--- src/sv/whs_pkg.sv ---
// Types, codes and constants of the WAV header scanner.
package whs_pkg;

    localparam int OFFSET_BITS_DEF = 32;

    // Field widths of the request and the result.
    localparam int BYTE_W   = 8;
    localparam int FSIZE_W  = 32;
    localparam int ST_W     = 3;
    localparam int BITS_W   = 16;
    localparam int OFS_W    = 32;
    localparam int CNT_W    = 32;
    localparam int RES_W    = ST_W + BITS_W + OFS_W + CNT_W;
    localparam int TDATA_W  = ((RES_W + 7) / 8) * 8;
    localparam int PAD_W    = TDATA_W - RES_W;

    // Header layout.
    localparam logic [31:0] MARK_FMT  = 32'h666D7420;
    localparam logic [31:0] MARK_DATA = 32'h64617461;
    localparam int MARK_LAST    = 3;
    localparam int FMT_MIN_LEN  = 24;
    localparam int TAG_OFS      = 8;
    localparam int DEPTH_OFS    = 22;
    localparam int DATA_HDR_LEN = 8;
    localparam logic [BITS_W-1:0] PCM_TAG = 16'd1;

    // Divider: the divisor is the bit depth divided by eight.
    localparam int DIVISOR_W = BITS_W - 3;
    localparam int STEP_W    = $clog2(CNT_W);

    localparam int QUEUE_DEPTH = 2;
    localparam int QPTR_W      = $clog2(QUEUE_DEPTH);
    localparam int QCNT_W      = $clog2(QUEUE_DEPTH + 1);

    typedef enum logic [ST_W-1:0] {
        ST_OK         = 3'd0,
        ST_NO_FMT     = 3'd1,
        ST_NOT_PCM    = 3'd2,
        ST_NO_DATA    = 3'd3,
        ST_BAD_DATA   = 3'd4,
        ST_ZERO_WIDTH = 3'd5
    } status_t;

    typedef enum logic [1:0] {
        PH_SEEK_FMT,
        PH_SEEK_DATA,
        PH_DATA_FOUND
    } phase_t;

    typedef enum logic [1:0] {
        BK_IDLE,
        BK_DIV,
        BK_HOLD
    } back_state_t;

    // One classified file, handed from the front to the back.
    typedef struct packed {
        status_t             status;
        logic [BITS_W-1:0]   bits;
        logic [OFS_W-1:0]    offset;
        logic [CNT_W-1:0]    length;
    } job_t;

    typedef struct packed {
        logic [CNT_W-1:0]    count;
        logic [OFS_W-1:0]    offset;
        logic [BITS_W-1:0]   bits;
        status_t             status;
    } res_t;

endpackage

--- src/sv/whs_front.sv ---
// Byte-level header parser: marker search, field capture and status decision.
module whs_front #(
    parameter int OFFSET_BITS = whs_pkg::OFFSET_BITS_DEF
) (
    input  logic                         aclk,
    input  logic                         aresetn,
    input  logic [whs_pkg::FSIZE_W-1:0]  file_size,
    input  logic                         in_valid,
    output logic                         in_ready,
    input  logic [whs_pkg::BYTE_W-1:0]   in_byte,
    input  logic                         in_first,
    output logic                         job_valid,
    input  logic                         job_ready,
    output whs_pkg::job_t                job
);

    // Compare width: holds any position plus a header offset, and file_size.
    localparam int CW = ((OFFSET_BITS > whs_pkg::FSIZE_W) ? OFFSET_BITS : whs_pkg::FSIZE_W) + 2;

    logic [31:0]                 window_reg, window_next;
    logic [OFFSET_BITS-1:0]      pos_reg, pos_next;
    whs_pkg::phase_t             phase_reg, phase_next, phase_base, phase_new;
    logic                        done_reg, done_next;
    logic [CW-1:0]               tag_pos_reg, tag_pos_next;
    logic [CW-1:0]               depth_pos_reg, depth_pos_next;
    logic [CW-1:0]               len_pos_reg, len_pos_next;
    logic [CW-1:0]               off_reg, off_next;
    logic [whs_pkg::BITS_W-1:0]  bits_reg, bits_next;
    logic [31:0]                 length_reg, length_next;

    logic                        accept, active, proc, pos_max;
    logic [31:0]                 win_base, win_new;
    logic [OFFSET_BITS-1:0]      pos_base;
    logic [CW-1:0]               p_ext, fs_ext;
    logic                        fmt_hit, fmt_short, tag_bad, depth_hit;
    logic                        data_hit, data_short, found, len_hit, eval, too_long;
    logic                        emit_main, end_hit;
    logic [whs_pkg::BITS_W-1:0]  bits_eff;
    logic [31:0]                 length_eff;

    assign in_ready = job_ready;
    assign accept   = in_valid & in_ready;

    // A first byte restarts the parse as if the state had been cleared.
    assign active     = in_first | ~done_reg;
    assign win_base   = in_first ? '0 : window_reg;
    assign pos_base   = in_first ? '0 : pos_reg;
    assign phase_base = in_first ? whs_pkg::PH_SEEK_FMT : phase_reg;

    assign p_ext   = CW'(pos_base);
    assign fs_ext  = CW'(file_size);
    assign pos_max = &pos_base;
    assign proc    = active & (p_ext < fs_ext) & ~pos_max;
    assign win_new = {win_base[23:0], in_byte};

    assign fmt_hit   = proc && (phase_base == whs_pkg::PH_SEEK_FMT) && (win_new == whs_pkg::MARK_FMT);
    assign fmt_short = fs_ext < p_ext + CW'(whs_pkg::FMT_MIN_LEN - whs_pkg::MARK_LAST);

    assign tag_bad   = proc && (phase_base != whs_pkg::PH_SEEK_FMT) && (p_ext == tag_pos_reg)
                       && ({win_new[7:0], win_new[15:8]} != whs_pkg::PCM_TAG);
    assign depth_hit = proc && (phase_base != whs_pkg::PH_SEEK_FMT) && (p_ext == depth_pos_reg);
    assign bits_eff  = depth_hit ? {win_new[7:0], win_new[15:8]} : bits_reg;

    assign data_hit   = proc && (phase_base == whs_pkg::PH_SEEK_DATA) && !tag_bad
                        && (win_new == whs_pkg::MARK_DATA);
    assign data_short = fs_ext < p_ext + CW'(whs_pkg::DATA_HDR_LEN - whs_pkg::MARK_LAST);
    assign found      = data_hit && !data_short;

    assign len_hit    = proc && (phase_base == whs_pkg::PH_DATA_FOUND) && !tag_bad
                        && (p_ext == len_pos_reg);
    assign length_eff = len_hit ? {win_new[7:0], win_new[15:8], win_new[23:16], win_new[31:24]}
                                : length_reg;
    assign eval       = proc && (phase_base == whs_pkg::PH_DATA_FOUND) && !tag_bad
                        && (p_ext >= len_pos_reg) && (p_ext >= depth_pos_reg);
    assign too_long   = (CW'(length_eff) + off_reg) > fs_ext;

    assign emit_main = (fmt_hit && fmt_short) || tag_bad || (data_hit && data_short) || eval;
    assign end_hit   = active && !emit_main && ((p_ext + CW'(1) >= fs_ext) || pos_max);

    // Next state of the parse phase.
    always_comb begin
        phase_new = phase_base;
        if (fmt_hit && !fmt_short) begin
            phase_new = whs_pkg::PH_SEEK_DATA;
        end else if (found) begin
            phase_new = whs_pkg::PH_DATA_FOUND;
        end
        phase_next = (accept && active) ? phase_new : phase_reg;
    end

    // Captured fields, position bookkeeping and the job handed to the queue.
    always_comb begin
        window_next    = window_reg;
        pos_next       = pos_reg;
        done_next      = done_reg;
        tag_pos_next   = tag_pos_reg;
        depth_pos_next = depth_pos_reg;
        len_pos_next   = len_pos_reg;
        off_next       = off_reg;
        bits_next      = bits_reg;
        length_next    = length_reg;
        job            = '0;
        job_valid      = 1'b0;

        if (fmt_hit) begin
            tag_pos_next   = p_ext + CW'(whs_pkg::TAG_OFS + 1 - whs_pkg::MARK_LAST);
            depth_pos_next = p_ext + CW'(whs_pkg::DEPTH_OFS + 1 - whs_pkg::MARK_LAST);
        end
        if (found) begin
            len_pos_next = p_ext + CW'(whs_pkg::DATA_HDR_LEN - 1 - whs_pkg::MARK_LAST);
            off_next     = p_ext + CW'(whs_pkg::DATA_HDR_LEN - whs_pkg::MARK_LAST);
        end
        bits_next   = bits_eff;
        length_next = length_eff;

        priority if (fmt_hit && fmt_short) begin
            job.status = whs_pkg::ST_NO_FMT;
        end else if (tag_bad) begin
            job.status = whs_pkg::ST_NOT_PCM;
        end else if (data_hit && data_short) begin
            job.status = whs_pkg::ST_NO_DATA;
        end else if (eval) begin
            job.bits   = bits_eff;
            job.offset = off_reg[whs_pkg::OFS_W-1:0];
            job.length = length_eff;
            if (too_long) begin
                job.status = whs_pkg::ST_BAD_DATA;
            end else if (bits_eff[whs_pkg::BITS_W-1:3] == '0) begin
                job.status = whs_pkg::ST_ZERO_WIDTH;
            end else begin
                job.status = whs_pkg::ST_OK;
            end
        end else if ((phase_new == whs_pkg::PH_SEEK_FMT) || (p_ext < depth_pos_next)) begin
            job.status = whs_pkg::ST_NO_FMT;
        end else begin
            job.status = whs_pkg::ST_NO_DATA;
        end

        if (accept && active) begin
            window_next = proc ? win_new : win_base;
            pos_next    = pos_max ? pos_base : pos_base + OFFSET_BITS'(1);
            done_next   = emit_main | end_hit;
            job_valid   = emit_main | end_hit;
        end
        if (!(accept && active)) begin
            tag_pos_next   = tag_pos_reg;
            depth_pos_next = depth_pos_reg;
            len_pos_next   = len_pos_reg;
            off_next       = off_reg;
            bits_next      = bits_reg;
            length_next    = length_reg;
        end
    end

    always_ff @(posedge aclk) begin
        if (!aresetn) begin
            window_reg <= '0;
            pos_reg    <= '0;
            phase_reg  <= whs_pkg::PH_SEEK_FMT;
            done_reg   <= 1'b0;
        end else begin
            window_reg <= window_next;
            pos_reg    <= pos_next;
            phase_reg  <= phase_next;
            done_reg   <= done_next;
        end
    end

    always_ff @(posedge aclk) begin
        tag_pos_reg   <= tag_pos_next;
        depth_pos_reg <= depth_pos_next;
        len_pos_reg   <= len_pos_next;
        off_reg       <= off_next;
        bits_reg      <= bits_next;
        length_reg    <= length_next;
    end

endmodule

--- src/sv/whs_queue.sv ---
// Short job queue between the parser and the divider back end.
module whs_queue (
    input  logic           aclk,
    input  logic           aresetn,
    input  logic           push_valid,
    output logic           push_ready,
    input  whs_pkg::job_t  push_job,
    output logic           pop_valid,
    input  logic           pop_ready,
    output whs_pkg::job_t  pop_job
);

    whs_pkg::job_t                entries_reg [whs_pkg::QUEUE_DEPTH];
    logic [whs_pkg::QPTR_W-1:0]   wr_ptr_reg, wr_ptr_next;
    logic [whs_pkg::QPTR_W-1:0]   rd_ptr_reg, rd_ptr_next;
    logic [whs_pkg::QCNT_W-1:0]   count_reg, count_next;
    logic                         do_push, do_pop;

    assign push_ready = count_reg != whs_pkg::QCNT_W'(whs_pkg::QUEUE_DEPTH);
    assign pop_valid  = count_reg != '0;
    assign pop_job    = entries_reg[rd_ptr_reg];
    assign do_push    = push_valid & push_ready;
    assign do_pop     = pop_valid & pop_ready;

    always_comb begin
        wr_ptr_next = wr_ptr_reg;
        rd_ptr_next = rd_ptr_reg;
        if (do_push) begin
            wr_ptr_next = (wr_ptr_reg == whs_pkg::QPTR_W'(whs_pkg::QUEUE_DEPTH - 1))
                          ? '0 : wr_ptr_reg + whs_pkg::QPTR_W'(1);
        end
        if (do_pop) begin
            rd_ptr_next = (rd_ptr_reg == whs_pkg::QPTR_W'(whs_pkg::QUEUE_DEPTH - 1))
                          ? '0 : rd_ptr_reg + whs_pkg::QPTR_W'(1);
        end
        count_next = count_reg + whs_pkg::QCNT_W'(do_push) - whs_pkg::QCNT_W'(do_pop);
    end

    always_ff @(posedge aclk) begin
        if (!aresetn) begin
            wr_ptr_reg <= '0;
            rd_ptr_reg <= '0;
            count_reg  <= '0;
        end else begin
            wr_ptr_reg <= wr_ptr_next;
            rd_ptr_reg <= rd_ptr_next;
            count_reg  <= count_next;
        end
    end

    always_ff @(posedge aclk) begin
        if (do_push) begin
            entries_reg[wr_ptr_reg] <= push_job;
        end
    end

endmodule

--- src/sv/whs_back.sv ---
// Result stage: radix-2 restoring divider for the sample count and output register.
module whs_back (
    input  logic           aclk,
    input  logic           aresetn,
    input  logic           job_valid,
    output logic           job_ready,
    input  whs_pkg::job_t  job,
    output logic           res_valid,
    input  logic           res_ready,
    output whs_pkg::res_t  res
);

    whs_pkg::back_state_t            state_reg, state_next;
    logic [whs_pkg::DIVISOR_W-1:0]   rem_reg, rem_next;
    logic [whs_pkg::DIVISOR_W-1:0]   divisor_reg, divisor_next;
    logic [whs_pkg::CNT_W-1:0]       quo_reg, quo_next;
    logic [whs_pkg::STEP_W-1:0]      step_reg, step_next;
    whs_pkg::status_t                status_reg, status_next;
    logic [whs_pkg::BITS_W-1:0]      bits_reg, bits_next;
    logic [whs_pkg::OFS_W-1:0]       offset_reg, offset_next;

    logic [whs_pkg::DIVISOR_W:0]     shifted, diff;
    logic                            take;

    assign take    = job_valid & job_ready;
    assign shifted = {rem_reg, quo_reg[whs_pkg::CNT_W-1]};
    assign diff    = shifted - {1'b0, divisor_reg};

    // Next state.
    always_comb begin
        state_next = state_reg;
        unique case (state_reg)
            whs_pkg::BK_IDLE: begin
                if (job_valid) begin
                    state_next = (job.status == whs_pkg::ST_OK) ? whs_pkg::BK_DIV
                                                                : whs_pkg::BK_HOLD;
                end
            end
            whs_pkg::BK_DIV: begin
                if (step_reg == '1) begin
                    state_next = whs_pkg::BK_HOLD;
                end
            end
            whs_pkg::BK_HOLD: begin
                if (res_ready) begin
                    state_next = whs_pkg::BK_IDLE;
                end
            end
            default: state_next = whs_pkg::BK_IDLE;
        endcase
    end

    // Handshake outputs.
    always_comb begin
        job_ready = 1'b0;
        res_valid = 1'b0;
        unique case (state_reg)
            whs_pkg::BK_IDLE: job_ready = 1'b1;
            whs_pkg::BK_DIV:  job_ready = 1'b0;
            whs_pkg::BK_HOLD: res_valid = 1'b1;
            default: begin
                job_ready = 1'b0;
                res_valid = 1'b0;
            end
        endcase
    end

    // Divider datapath; the quotient builds up in place of the shifted-out dividend.
    always_comb begin
        rem_next     = rem_reg;
        divisor_next = divisor_reg;
        quo_next     = quo_reg;
        step_next    = step_reg;
        status_next  = status_reg;
        bits_next    = bits_reg;
        offset_next  = offset_reg;
        if (take) begin
            rem_next     = '0;
            divisor_next = job.bits[whs_pkg::BITS_W-1:3];
            quo_next     = (job.status == whs_pkg::ST_OK) ? job.length : '0;
            step_next    = '0;
            status_next  = job.status;
            bits_next    = job.bits;
            offset_next  = job.offset;
        end else if (state_reg == whs_pkg::BK_DIV) begin
            if (!diff[whs_pkg::DIVISOR_W]) begin
                rem_next = diff[whs_pkg::DIVISOR_W-1:0];
                quo_next = {quo_reg[whs_pkg::CNT_W-2:0], 1'b1};
            end else begin
                rem_next = shifted[whs_pkg::DIVISOR_W-1:0];
                quo_next = {quo_reg[whs_pkg::CNT_W-2:0], 1'b0};
            end
            step_next = step_reg + whs_pkg::STEP_W'(1);
        end
    end

    always_ff @(posedge aclk) begin
        if (!aresetn) begin
            state_reg <= whs_pkg::BK_IDLE;
        end else begin
            state_reg <= state_next;
        end
    end

    always_ff @(posedge aclk) begin
        rem_reg     <= rem_next;
        divisor_reg <= divisor_next;
        quo_reg     <= quo_next;
        step_reg    <= step_next;
        status_reg  <= status_next;
        bits_reg    <= bits_next;
        offset_reg  <= offset_next;
    end

    assign res.count  = quo_reg;
    assign res.offset = offset_reg;
    assign res.bits   = bits_reg;
    assign res.status = status_reg;

endmodule

--- src/sv/wav_header_scanner.sv ---
// Top level of the WAV header scanner: parser front, job queue and divider back end.
//
//   Channel  Direction  Handshake          Contents
//   s_       in         s_tvalid/s_tready  tdata: data_byte; tuser: first
//   cfg_     in         cfg_valid/ready    cfg_data: file_size
//   m_       out        m_tvalid/m_tready  tdata: status, sample_bits, data_offset, sample_count
//
// The parser takes one byte per cycle as long as the two-entry job queue has room.
// A result with status ok passes through the back end as load, divider steps and output;
// any other status goes from load straight to output; either waits there while m_tready is held low.
// Reset is synchronous and active low.
// s_tready drops only while the job queue is full; cfg_ready is always high.
module wav_header_scanner #(
    parameter int OFFSET_BITS = whs_pkg::OFFSET_BITS_DEF
) (
    input  logic                          aclk,
    input  logic                          aresetn,
    input  logic                          s_tvalid,
    output logic                          s_tready,
    input  logic [whs_pkg::BYTE_W-1:0]    s_tdata,   // [7:0] data_byte
    input  logic                          s_tuser,   // [0] first
    input  logic                          cfg_valid,
    output logic                          cfg_ready,
    input  logic [whs_pkg::FSIZE_W-1:0]   cfg_data,  // [31:0] file_size
    output logic                          m_tvalid,
    input  logic                          m_tready,
    // [2:0] status, [18:3] sample_bits, [50:19] data_offset, [82:51] sample_count
    output logic [whs_pkg::TDATA_W-1:0]   m_tdata
);

    logic [whs_pkg::FSIZE_W-1:0] file_size_reg, file_size_next;
    logic                        fq_valid, fq_ready, qb_valid, qb_ready;
    whs_pkg::job_t               fq_job, qb_job;
    whs_pkg::res_t               res;

    assign cfg_ready      = 1'b1;
    assign file_size_next = (cfg_valid && cfg_ready) ? cfg_data : file_size_reg;

    always_ff @(posedge aclk) begin
        if (!aresetn) begin
            file_size_reg <= '0;
        end else begin
            file_size_reg <= file_size_next;
        end
    end

    whs_front #(
        .OFFSET_BITS (OFFSET_BITS)
    ) u_front (
        .aclk      (aclk),
        .aresetn   (aresetn),
        .file_size (file_size_reg),
        .in_valid  (s_tvalid),
        .in_ready  (s_tready),
        .in_byte   (s_tdata),
        .in_first  (s_tuser),
        .job_valid (fq_valid),
        .job_ready (fq_ready),
        .job       (fq_job)
    );

    whs_queue u_queue (
        .aclk       (aclk),
        .aresetn    (aresetn),
        .push_valid (fq_valid),
        .push_ready (fq_ready),
        .push_job   (fq_job),
        .pop_valid  (qb_valid),
        .pop_ready  (qb_ready),
        .pop_job    (qb_job)
    );

    whs_back u_back (
        .aclk      (aclk),
        .aresetn   (aresetn),
        .job_valid (qb_valid),
        .job_ready (qb_ready),
        .job       (qb_job),
        .res_valid (m_tvalid),
        .res_ready (m_tready),
        .res       (res)
    );

    assign m_tdata = {{whs_pkg::PAD_W{1'b0}}, res};

endmodule

--- config.mk ---
export PLATFORM = sky130hd
export DESIGN_NAME = wav_header_scanner
export DESIGN_NICKNAME = d
export VERILOG_FILES = /design/src/sv/whs_pkg.sv /design/src/sv/whs_front.sv /design/src/sv/whs_queue.sv /design/src/sv/whs_back.sv /design/src/sv/wav_header_scanner.sv
export SDC_FILE = /design/constraint.sdc
export NUM_CORES = 1
export LEC_CHECK = 0
export ABC_AREA = 1
export ABC_CLOCK_PERIOD_IN_PS = 9600
export BUFFER_PORTS_ARGS = -buffer_cell sky130_fd_sc_hd__buf_2
export CORE_MARGIN = 4
export CORE_UTILIZATION = 35
export DETAILED_ROUTE_END_ITERATION = 8
export GPL_ROUTABILITY_DRIVEN = 0
export PLACE_DENSITY = 0.58
export SLEW_MARGIN = 5
export SYNTH_ARGS = -nofsm -noshare
export SYNTH_HDL_FRONTEND = slang
export SYNTH_HIERARCHICAL = 1
export SYNTH_SLANG_ARGS = --single-unit
--- constraint.sdc ---
create_clock -name aclk -period 9.6 [get_ports aclk]
set_input_delay 0.96 -clock aclk [delete_from_list [all_inputs] [get_ports aclk]]
set_output_delay 0.96 -clock aclk [all_outputs]
set_load 0.02 [all_outputs]
=== After elaboration in Yosys (flattened, before gate mapping) ===
Memories as Yosys holds them, arrays and structs flattened. A register that Yosys moved wholly into a read port is not among the register bits.
Cells that the tools add are included.

* Register bits after elaboration: 395
* Memories: 1
* Output and inout bits: 91
* Memory bits (writable): 166
* Input bits: 46
* Logic and storage cells: 151

* Reductions and logical operators: 42
* Bitwise operators: 9
* Equality and inequality tests: 15
* Multiplexer cells: 40
* Add/sub/neg operators: 14
* Order comparisons: 8

{| class="wikitable"
|+ Memory list
! memory !! words !! width !! read ports !! clocked after Yosys merged registers in !! wr ports !! RTL line !! text
|-
| u_queue.entries_reg || 2 || 83 || 1 || 1 || 1 || whs_queue.sv:13 || <nowiki>whs_pkg::job_t entries_reg [whs_pkg::QUEUE_DEPTH];</nowiki>
|}

{| class="wikitable"
|+ Operators with widths
! operator !! number
|-
| $mux W80 || 4
|-
| $mux W32 || 6
|-
| $eq A32 B34 Y1 || 3
|-
| $lt A32 B34 Y1 || 3
|-
| $add A32 B3 Y33 const B || 3
|-
| $ge A32 B34 Y1 || 2
|-
| $add A32 B5 Y33 const B || 2
|-
| $eq A32 B31 Y1 const B || 2
|-
| $mux W24 || 2
|-
| $add A32 B34 Y34 || 1
|-
| $ge A34 B32 Y1 || 1
|-
| $gt A34 B32 Y1 || 1
|-
| $mux W34 || 1
|-
| $add A32 B1 Y33 const B || 1
|-
| $add A32 B1 Y32 const B || 1
|-
| $lt A32 B32 Y1 || 1
|-
| $reduce_and A32 Y1 || 1
|-
| $logic_and A1 B1 Y1 || 21
|-
| $mux W3 || 6
|-
| $mux W16 || 1
|-
| $mux W2 || 8
|-
| $ne A16 B1 Y1 const B || 1
|-
| $sub A14 B13 Y14 || 1
|-
| $logic_not A13 Y1 || 1
|-
| 22 further kinds || 54
|}

=== Longest topological paths before layout ===
Gate-level depths: netlist of the first run.

* Depth in word-level cells: 21
* Gate-level depth with buffers: 53
* Gate-level depth less buffers: 49

=== Hierarchy ===
The synthesis of the first run kept the hierarchy.

{| class="wikitable"
|+ Modules (own cells, without submodules)
! module !! seq. area each (um^2) !! times used !! area an instance (um^2) !! cells each
|-
| whs_front || 6616.3 || 1 || 22097.4 || 2930
|-
| whs_queue || 5084.9 || 1 || 6571.3 || 294
|-
| whs_back || 2892.8 || 1 || 4948.5 || 455
|-
| wav_header_scanner || 640.6 || 1 || 1387.6 || 210
|}

=== Worst setup path before layout of the first run ===
Ideal clock, no wire load.

* Path type: input to register
* Start: input port s_tuser
* End: memory u_queue/entries_reg[1][0] (netlist name) (enable)
* Required time: 9.073 ns
* Slack: 0.604 ns
* Buffers on the path: 5
* Arrival time: 8.469 ns
* Stages: 13
* Setup time: 0.527 ns
* Cell sequence: buf_6 > inv_4 > buf_8 > buf_6 > buf_6 > nand2_1 > nand3_1 > clkinv_1 > clkbuf_1 > nand2_1 > inv_1 > nand2_1 > nor2_1

* Word-level cells in the longest chain between the ends: 21
* Elaborated cells between the ends (all ways): 53
* Those cells by class: add/sub (3); order compare (6); eq/ne (6); mux (6); bitwise (6); reduce/logical (26)

{| class="wikitable"
|+ RTL lines
! element !! RTL line !! text
|-
| start, declared || wav_header_scanner.sv:21 || <nowiki>input logic s_tuser,</nowiki>
|-
| parallel branches: the longest is 17 deep, another holds $lt A32 B34 Y1 || n/a ||
|-
| $mux W1 (*) || whs_front.sv:139 || <nowiki>if (accept && active) begin</nowiki>
|-
| via fq_valid || wav_header_scanner.sv:32 || <nowiki>logic fq_valid, fq_ready, qb_valid, qb_ready;</nowiki>
|-
| $and A1 B1 Y1 (*) || whs_queue.sv:22 || <nowiki>assign do_push = push_valid & push_ready;</nowiki>
|-
| $mux W1 (*) || whs_queue.sv:52 || <nowiki>if (do_push) begin</nowiki>
|-
| $mux W1 (not written as such) (*) || whs_queue.sv:53 || <nowiki>entries_reg[wr_ptr_reg] <= push_job;</nowiki>
|-
| end, declared || whs_queue.sv:13 ||
|}

Mark *: on every way through the listed nets, which the timed path passes.

==> results of run 1 <==
power breakdown:
part | internal [W] | switching (W) | total (W)
logic | 0.000778 | 0.00149 | 0.00227
clock network | 0.00144 | 0.00101 | 0.00245
registers | 0.00294 | 0.000174 | 0.00312
total | 0.00516 | 0.00268 | 0.00784
metrics by stage:
stage	cell area [sq um]	total power, W	hold slack [ps]
2_1_floorplan	35020	0.004777	445.0
3_3_place_gp	37020	0.005406	453.1
3_5_place_dp	37020	0.005432	455.9
4_1_cts	39120	0.007902	465.8
5_1_grt	39120	0.008273	495.8
6_report	39120	0.007838	466.0
area by class of cell:
class	count	area, sq um
repair buffers	179	1044
inverters	642	2415
multi-input cells	2605	16710
flip-flops and latches	546	15240
clock inverters	42	496.7
well taps	1287	1610
clock buffers	74	1609
fillers	9875	59730
path summary, 6_finish.rpt:
check / slack (ps) / startpoint / cells past startpoint / endpoint
worst max register to register: 1840 / u_front/pos_reg[7] / 42 / u_queue/entries_reg[0][80]
worst min-delay path: 470 / u_front/window_reg[22] / 2 / u_front/window_reg[22]
worst max-delay path: 1510 / s_tuser / 45 / u_queue/entries_reg[0][80]
worst min register to register: 470 / u_front/window_reg[22] / 2 / u_front/window_reg[22]
kinds of logic after synthesis:
family                     count (synthesis)  share of synthesized area (%)
AOI/OAI and AO/OA                        569                          9.604
xor gates and xnor gates                 193                          4.829
adders and majority gates                302                          10.84
buffers and inverters                    742                          8.932
DFF                                      546                          43.52
muxes                                     83                          3.421
other                                      2                        0.02145
and+or+nand+nor                         1452                          18.83
layer usage:
metal  share of wire (%)  GRT usage, %  up-vias
met5                   0             0        -
met4                 4.6         7.944        0
met3                 7.8         3.229      318
met2                  44         33.13     1193
met1                  43         28.04    13180
li1                    -             -    13390
synth_stat cells (6+ instances only):
library cell	number	area, sq um
nand3_2	9	90.09
a21oi_1	300	1501
nand2_1	686	2575
a211oi_1	35	262.8
nand4_1	67	419.2
o21a_1	8	60.06
mux2_2	13	146.4
dfxtp_1	116	2322
clkbuf_1	31	116.4
o21ai_0	115	575.6
nor4_1	30	187.7
buf_4	13	97.59
inv_2	18	67.56
clkinv_1	12	45.04
o211ai_1	9	67.56
a32o_1	31	310.3
xor2_1	175	1533
nor2_2	16	100.1
buf_12	8	160.2
nor2_4	8	90.09
nand2_4	10	112.6
ha_1	300	3754
buf_6	15	168.9
mux2_4	70	1051
nor2_1	371	1393
xnor2_1	18	157.7
inv_1	611	2293
o31ai_1	7	52.55
or2_1	16	100.1
nand3b_1	7	52.55
buf_2	29	145.1
o221ai_1	12	105.1
nand2_2	38	237.7
edfxtp_1	430	12910
o21ai_1	6	30.03
nor3_1	47	235.2
nand3_1	111	555.5
layout by cell type (no fill, tap or decap), types with 6 or more instances in the layout:
cell type,count
clkbuf_1,9
a32o_1,31
mux2_4,70
o21ai_1,6
nand2_2,38
ha_1,300
a21oi_1,300
edfxtp_1,430
xnor2_1,18
nand2_4,10
dfxtp_1,115
nor3_2,6
nand3b_1,7
nor3_1,46
nor2_4,11
xor2_1,175
o211ai_1,9
nor2_2,17
o31ai_1,7
clkinv_2,10
a211oi_1,35
or2_1,16
nand3_2,9
inv_2,18
o21ai_0,115
bufinv_16,9
nand4_1,67
nor4_1,30
conb_1,6
o21a_1,8
inv_1,611
mux2_2,13
o221ai_1,12
buf_4,47
nand2_1,686
nand3_1,110
buf_2,130
nor2_1,367
clkbuf_16,61
clkinv_1,25
worst max-delay path: cells and delay by family:
family,cells,cell delay (ps)
XOR/XNOR,1,140
AND/OR/NAND/NOR,21,2530
AO/OA/AOI/OAI,10,2230
buffers and inverters,10,1670
adder cells (fa/ha/maj),3,900
==> summary.txt, run 1 <==
STA
  • Slew @ Worst Pin: 1100 ps
  • Final critical-path share of the clock period: 84.22%
  • Max-slew violations: 0
  • Rel. slew slack: 26.02%
  • Post-route minimum period: 8085 ps
  • Final Hold Viols: 0
  • Maximum clock rate: 123.7 MHz
  • RSZ-0062 raised after global routing: no
  • Final TNS setup: 0 ps
  • Setup ws final: 1515 ps
  • Final Setup Violations: 0
  • Clock Skew: 61.79 ps

Floorplanning
  • Initial Util: 35.41%
  • Die Y: 324.3 um
  • Row count: 115
  • Die area: 105,100 sq um
  • Core area: 98,850 sq um
  • Die W: 324.3 um
  • IO Pins: 137

Logic synthesis
  • Post-synth EDFFs: 430
  • Register area share after synthesis: 43.52%
  • Post-synthesis cell count: 3,889
  • Synth Area per Inst: 9.001 sq um
  • Synth Cell Area: 35,000 sq um
  • Fraction of registers with async set/reset: 0%
  • Synth Warn #: 6
  • Primary FF master, synth: edfxtp_1
  • #FFs+latches synth: 546
  • Number of distinct library cells after synthesis: 76

Clock tree
  • CTS root buf: clkbuf_16
  • Clk_lat worst skew: 680 ps
  • # clock sinks: 546
  • Worst-path clk slew: 60 ps
  • TritonCTS clock tree: done
  • TritonCTS Buffers: 61
  • Max H-tree Level: 2
  • Hold Buf Count CTS: 0
  • CTS max path bufs: 3
  • Post-CTS Setup Bufs: 0
  • Cts repair resizes: 0

Outcome
  • Status: finished clean

Drt
  • Residual DRC count: 0
  • DR vias/cell: 5.224
  • DR iter-0 viols: 3,008
  • Avg WL per Cell: 20.60 um
  • Vias: 28,080
  • TritonRoute pass-1 iters: 8
  • Total wire length: 110,700 um
  • Antenna-violating nets left: 0

Place
  • DP HPWL: 85,810 um
  • IO Port Bufs: 130
  • Dpl cells: 5,259
  • Pre-CTS WS: 998.4 ps

Flow run
  • Max Cap Viol: 0

Final layout
  • Non-Filler Instances: 5,375
  • P&R area growth vs syn: 11.76%
  • Share of cells above drive strength 1: 12.16%
  • Max reg flops: 166
  • Fin nets: 4,383
  • Diodes inserted: 0
  • Utilization after layout: 39.58%

Global routing
  • GRT overflow: 0
  • GRT Overall Usage: 20.61%
  • Antenna violations before repair: 4
  • First-pass GRT wire length: 164,900 um
  • Vias in the first global route: 26,730
  • Largest net degree at the start of global routing: 84

Worst setup path
  • CP Class: input port to register
  • Slowest cell delay on critical path: 460 ps
  • Max stage delay cell, worst path: o21ai_0
  • Worst Setup Start Kind: input port
  • Most common cell on crit path: nand2_1
  • Worst Path Arrival: 8490 ps
  • Required time worst endpoint: 10,010 ps
  • Setup crit end kind: register
  • Crit path max fanout: 27

Power
  • Power per cell area: 200.3 nW/um^2
  • VDD IR max: 0.1489 mV
  • Pleak: 17.21 nW

Hold path
  • Hold crit path type: register to register
(Power assumes the default switching activity.)
==> inputs of run 2 (changes only) <==
--- a/config.mk
+++ b/config.mk
@@ -6,13 +6,13 @@
 export NUM_CORES = 1
 export LEC_CHECK = 0
 export ABC_AREA = 1
-export ABC_CLOCK_PERIOD_IN_PS = 9600
+export ABC_CLOCK_PERIOD_IN_PS = 8400
 export BUFFER_PORTS_ARGS = -buffer_cell sky130_fd_sc_hd__buf_2
 export CORE_MARGIN = 4
 export CORE_UTILIZATION = 35
 export DETAILED_ROUTE_END_ITERATION = 8
 export GPL_ROUTABILITY_DRIVEN = 0
-export PLACE_DENSITY = 0.58
+export PLACE_DENSITY = 0.56
 export SLEW_MARGIN = 5
 export SYNTH_ARGS = -nofsm -noshare
 export SYNTH_HDL_FRONTEND = slang
==> constraint.sdc (replaced) <==
create_clock -name aclk -period 8.4 [get_ports aclk]
set_input_delay 0.84 -clock aclk [delete_from_list [all_inputs] [get_ports aclk]]
set_output_delay 0.84 -clock aclk [all_outputs]
set_load 0.02 [all_outputs]
==> run 2 against run 1 <==
  * Sequential share of layout area is 0.28 points lower
  * Via count is 0.15% lower
  * Sequential cell count stayed put
  * Final cell count is 0.91% higher
  * Routed wire length is 0.40% higher
  * First-iteration DRC count is 8.2% lower
  * Non-clock buffer count is 51 higher
  * Register-to-register slack worse by 600 ps
  * Utilization is 0.29 points higher
  * Die area stayed put
  * Critical path depth is 11 lower
  * Sequential power is 13% higher
  * Critical path type unchanged
==> summary.txt, run 2 (synthesis gave the netlist of run 1 again) <==
Worst setup path
  • Crit path max fanout: 25
  • WP buf/inv: 7
  • CP Class: input port to register
  • Max stage delay cell, worst path: o21ai_0
  • Worst R2R Setup Slack: 1240 ps
  • R2r startpoint: u_front/pos_reg[7]
  • FF-to-FF path depth: 39
  • Worst R2R End: u_queue/entries_reg[1][80]
  • CP delay by family, top: simple AND/OR/NAND/NOR gates
  • Setup crit end kind: register
  • Slowest cell delay on critical path: 480 ps
  • Most common cell on crit path: a21oi_1
  • Worst Path Arrival: 7880 ps
  • Worst Setup Start Kind: input port
  • Required time worst endpoint: 8910 ps

Clock tree
  • TritonCTS Buffers: 61
  • Clk_lat worst skew: 670 ps
  • Cts repair resizes: 0
  • Max H-tree Level: 2
  • CTS max path bufs: 3
  • # clock sinks: 546
  • Hold Buf Count CTS: 0
  • CTS root buf: clkbuf_16
  • Worst-path clk slew: 60 ps
  • Post-CTS Setup Bufs: 0
  • TritonCTS clock tree: done

Final layout
  • Diodes inserted: 0
  • Commonest non-fill, non-tap cell in the layout: nand2_1
  • Utilization after layout: 39.86%
  • Max reg flops: 166
  • P&R area growth vs syn: 12.57%
  • Most frequent cells in the layout: nand2_1 (686), inv_1 (611), edfxtp_1 (430), nor2_1 (367)
  • Share of cells above drive strength 1: 13.32%
  • Fin nets: 4,434

Power
  • Pleak: 17.44 nW
  • VDD IR max: 0.1418 mV
  • Power per cell area: 223.6 nW/um^2

Global routing
  • Antenna violations before repair: 5
  • GRT overflow: 0
  • GRT Overall Usage: 20.84%
  • First-pass GRT wire length: 166,000 um
  • Vias in the first global route: 26,590
  • Largest net degree at the start of global routing: 79

Drt
  • Residual DRC count: 0
  • Total wire length: 111,100 um
  • DR iter-0 viols: 2,762
  • DR vias/cell: 5.169
  • TritonRoute pass-1 iters: 9
  • Antenna-violating nets left: 0
  • Vias: 28,040
  • Avg WL per Cell: 20.49 um

STA
  • RSZ-0062 raised after global routing: no
  • Slew @ Worst Pin: 1166 ps
  • Final TNS setup: 0 ps
  • Final Setup Violations: 0
  • Max-slew violations: 0
  • Rel. slew slack: 21.58%
  • Final critical-path share of the clock period: 87.82%
  • Final Hold Viols: 0
  • Post-route minimum period: 7376 ps
  • Maximum clock rate: 135.6 MHz
  • Clock Skew: 59.08 ps

Floorplanning
  • Die Y: 324.3 um
  • Initial Util: 35.41%
  • Die W: 324.3 um
  • Row count: 115
  • IO Pins: 137
  • Die area: 105,100 sq um
  • Core area: 98,850 sq um

Place
  • IO Port Bufs: 130
  • DP HPWL: 87,440 um

Hold path
  • Hold endpoint: u_back/state_reg[1]
  • Hold path cells: 3
  • Hold crit path type: input port to register
  • HP Start: m_tready

Outcome
  • Status: finished clean

Flow run
  • Max Cap Viol: 0
-- run 2: changes by cell type in the layout (fill, tap and decap cells not counted), sizes merged --
cell	change
buf	+51
clkinv	+2
bufinv	-5
clkbuf	-3
inv	+4
-- run 2: metal layers --
layer / part of all wire [%] / global-route usage [%]
met4: 4.6 / 8.637
met5: 0 / 0
met2: 44 / 32.92
met1: 43 / 28.34
met3: 8.2 / 3.658
-- run 2: how the worst max path moves through the flow --
| stage | startpoint | to | slack [ps] | depth (start not counted) |
|---|---|---|---|---|
| after floorplan | s_tuser | u_queue/entries_reg[1][0] | 910 | 13 |
| after global placement | s_tuser | u_queue/entries_reg[0][80] | 610 | 41 |
| after detailed placement | s_tuser | u_queue/entries_reg[1][80] | 430 | 44 |
| after CTS | s_tuser | u_queue/entries_reg[1][80] | 1120 | 44 |
| after global routing | s_tuser | u_queue/entries_reg[1][80] | 240 | 41 |
| final | s_tuser | u_queue/entries_reg[1][80] | 1020 | 34 |
-- run 2: cell type report --
class / instances / area [sq um]
fill: 9905 / 59440
multi-input combinational: 2605 / 16710
sequential: 546 / 15240
inverter: 642 / 2415
tap: 1287 / 1610
clock buffer: 71 / 1595
timing repair buffer: 230 / 1464
clock inverter: 43 / 374.1
-- run 2: worst min-delay path: stages --
cell and delay [ps]:
buf_2 80, o21a_1 100, nor4_1 40
-- run 2: stage by stage --
| step | instance area, sq um | hold WS (ps) | power (W) | setup WS [ps] | std cells |
|---|---|---|---|---|---|
| 2_1_floorplan | 35020 | 445.0 | 0.005458 | 914.9 | 3893 |
| 3_3_place_gp | 37440 | 453.1 | 0.006202 | 606.7 | 5310 |
| 3_5_place_dp | 37440 | 456.4 | 0.006221 | 429.1 | 5310 |
| 4_1_cts | 39410 | 401.8 | 0.008887 | 1120 | 5424 |
| 5_1_grt | 39410 | 424.3 | 0.009320 | 235.3 | 5424 |
| 6_report | 39410 | 432.5 | 0.008811 | 1024 | 5424 |
-- run 2: power breakdown --
part / internal, W / switching [W]
clock: 0.00149 / 0.00115
combinational: 0.000903 / 0.00172
sequential: 0.00336 / 0.000182
total: 0.00575 / 0.00306
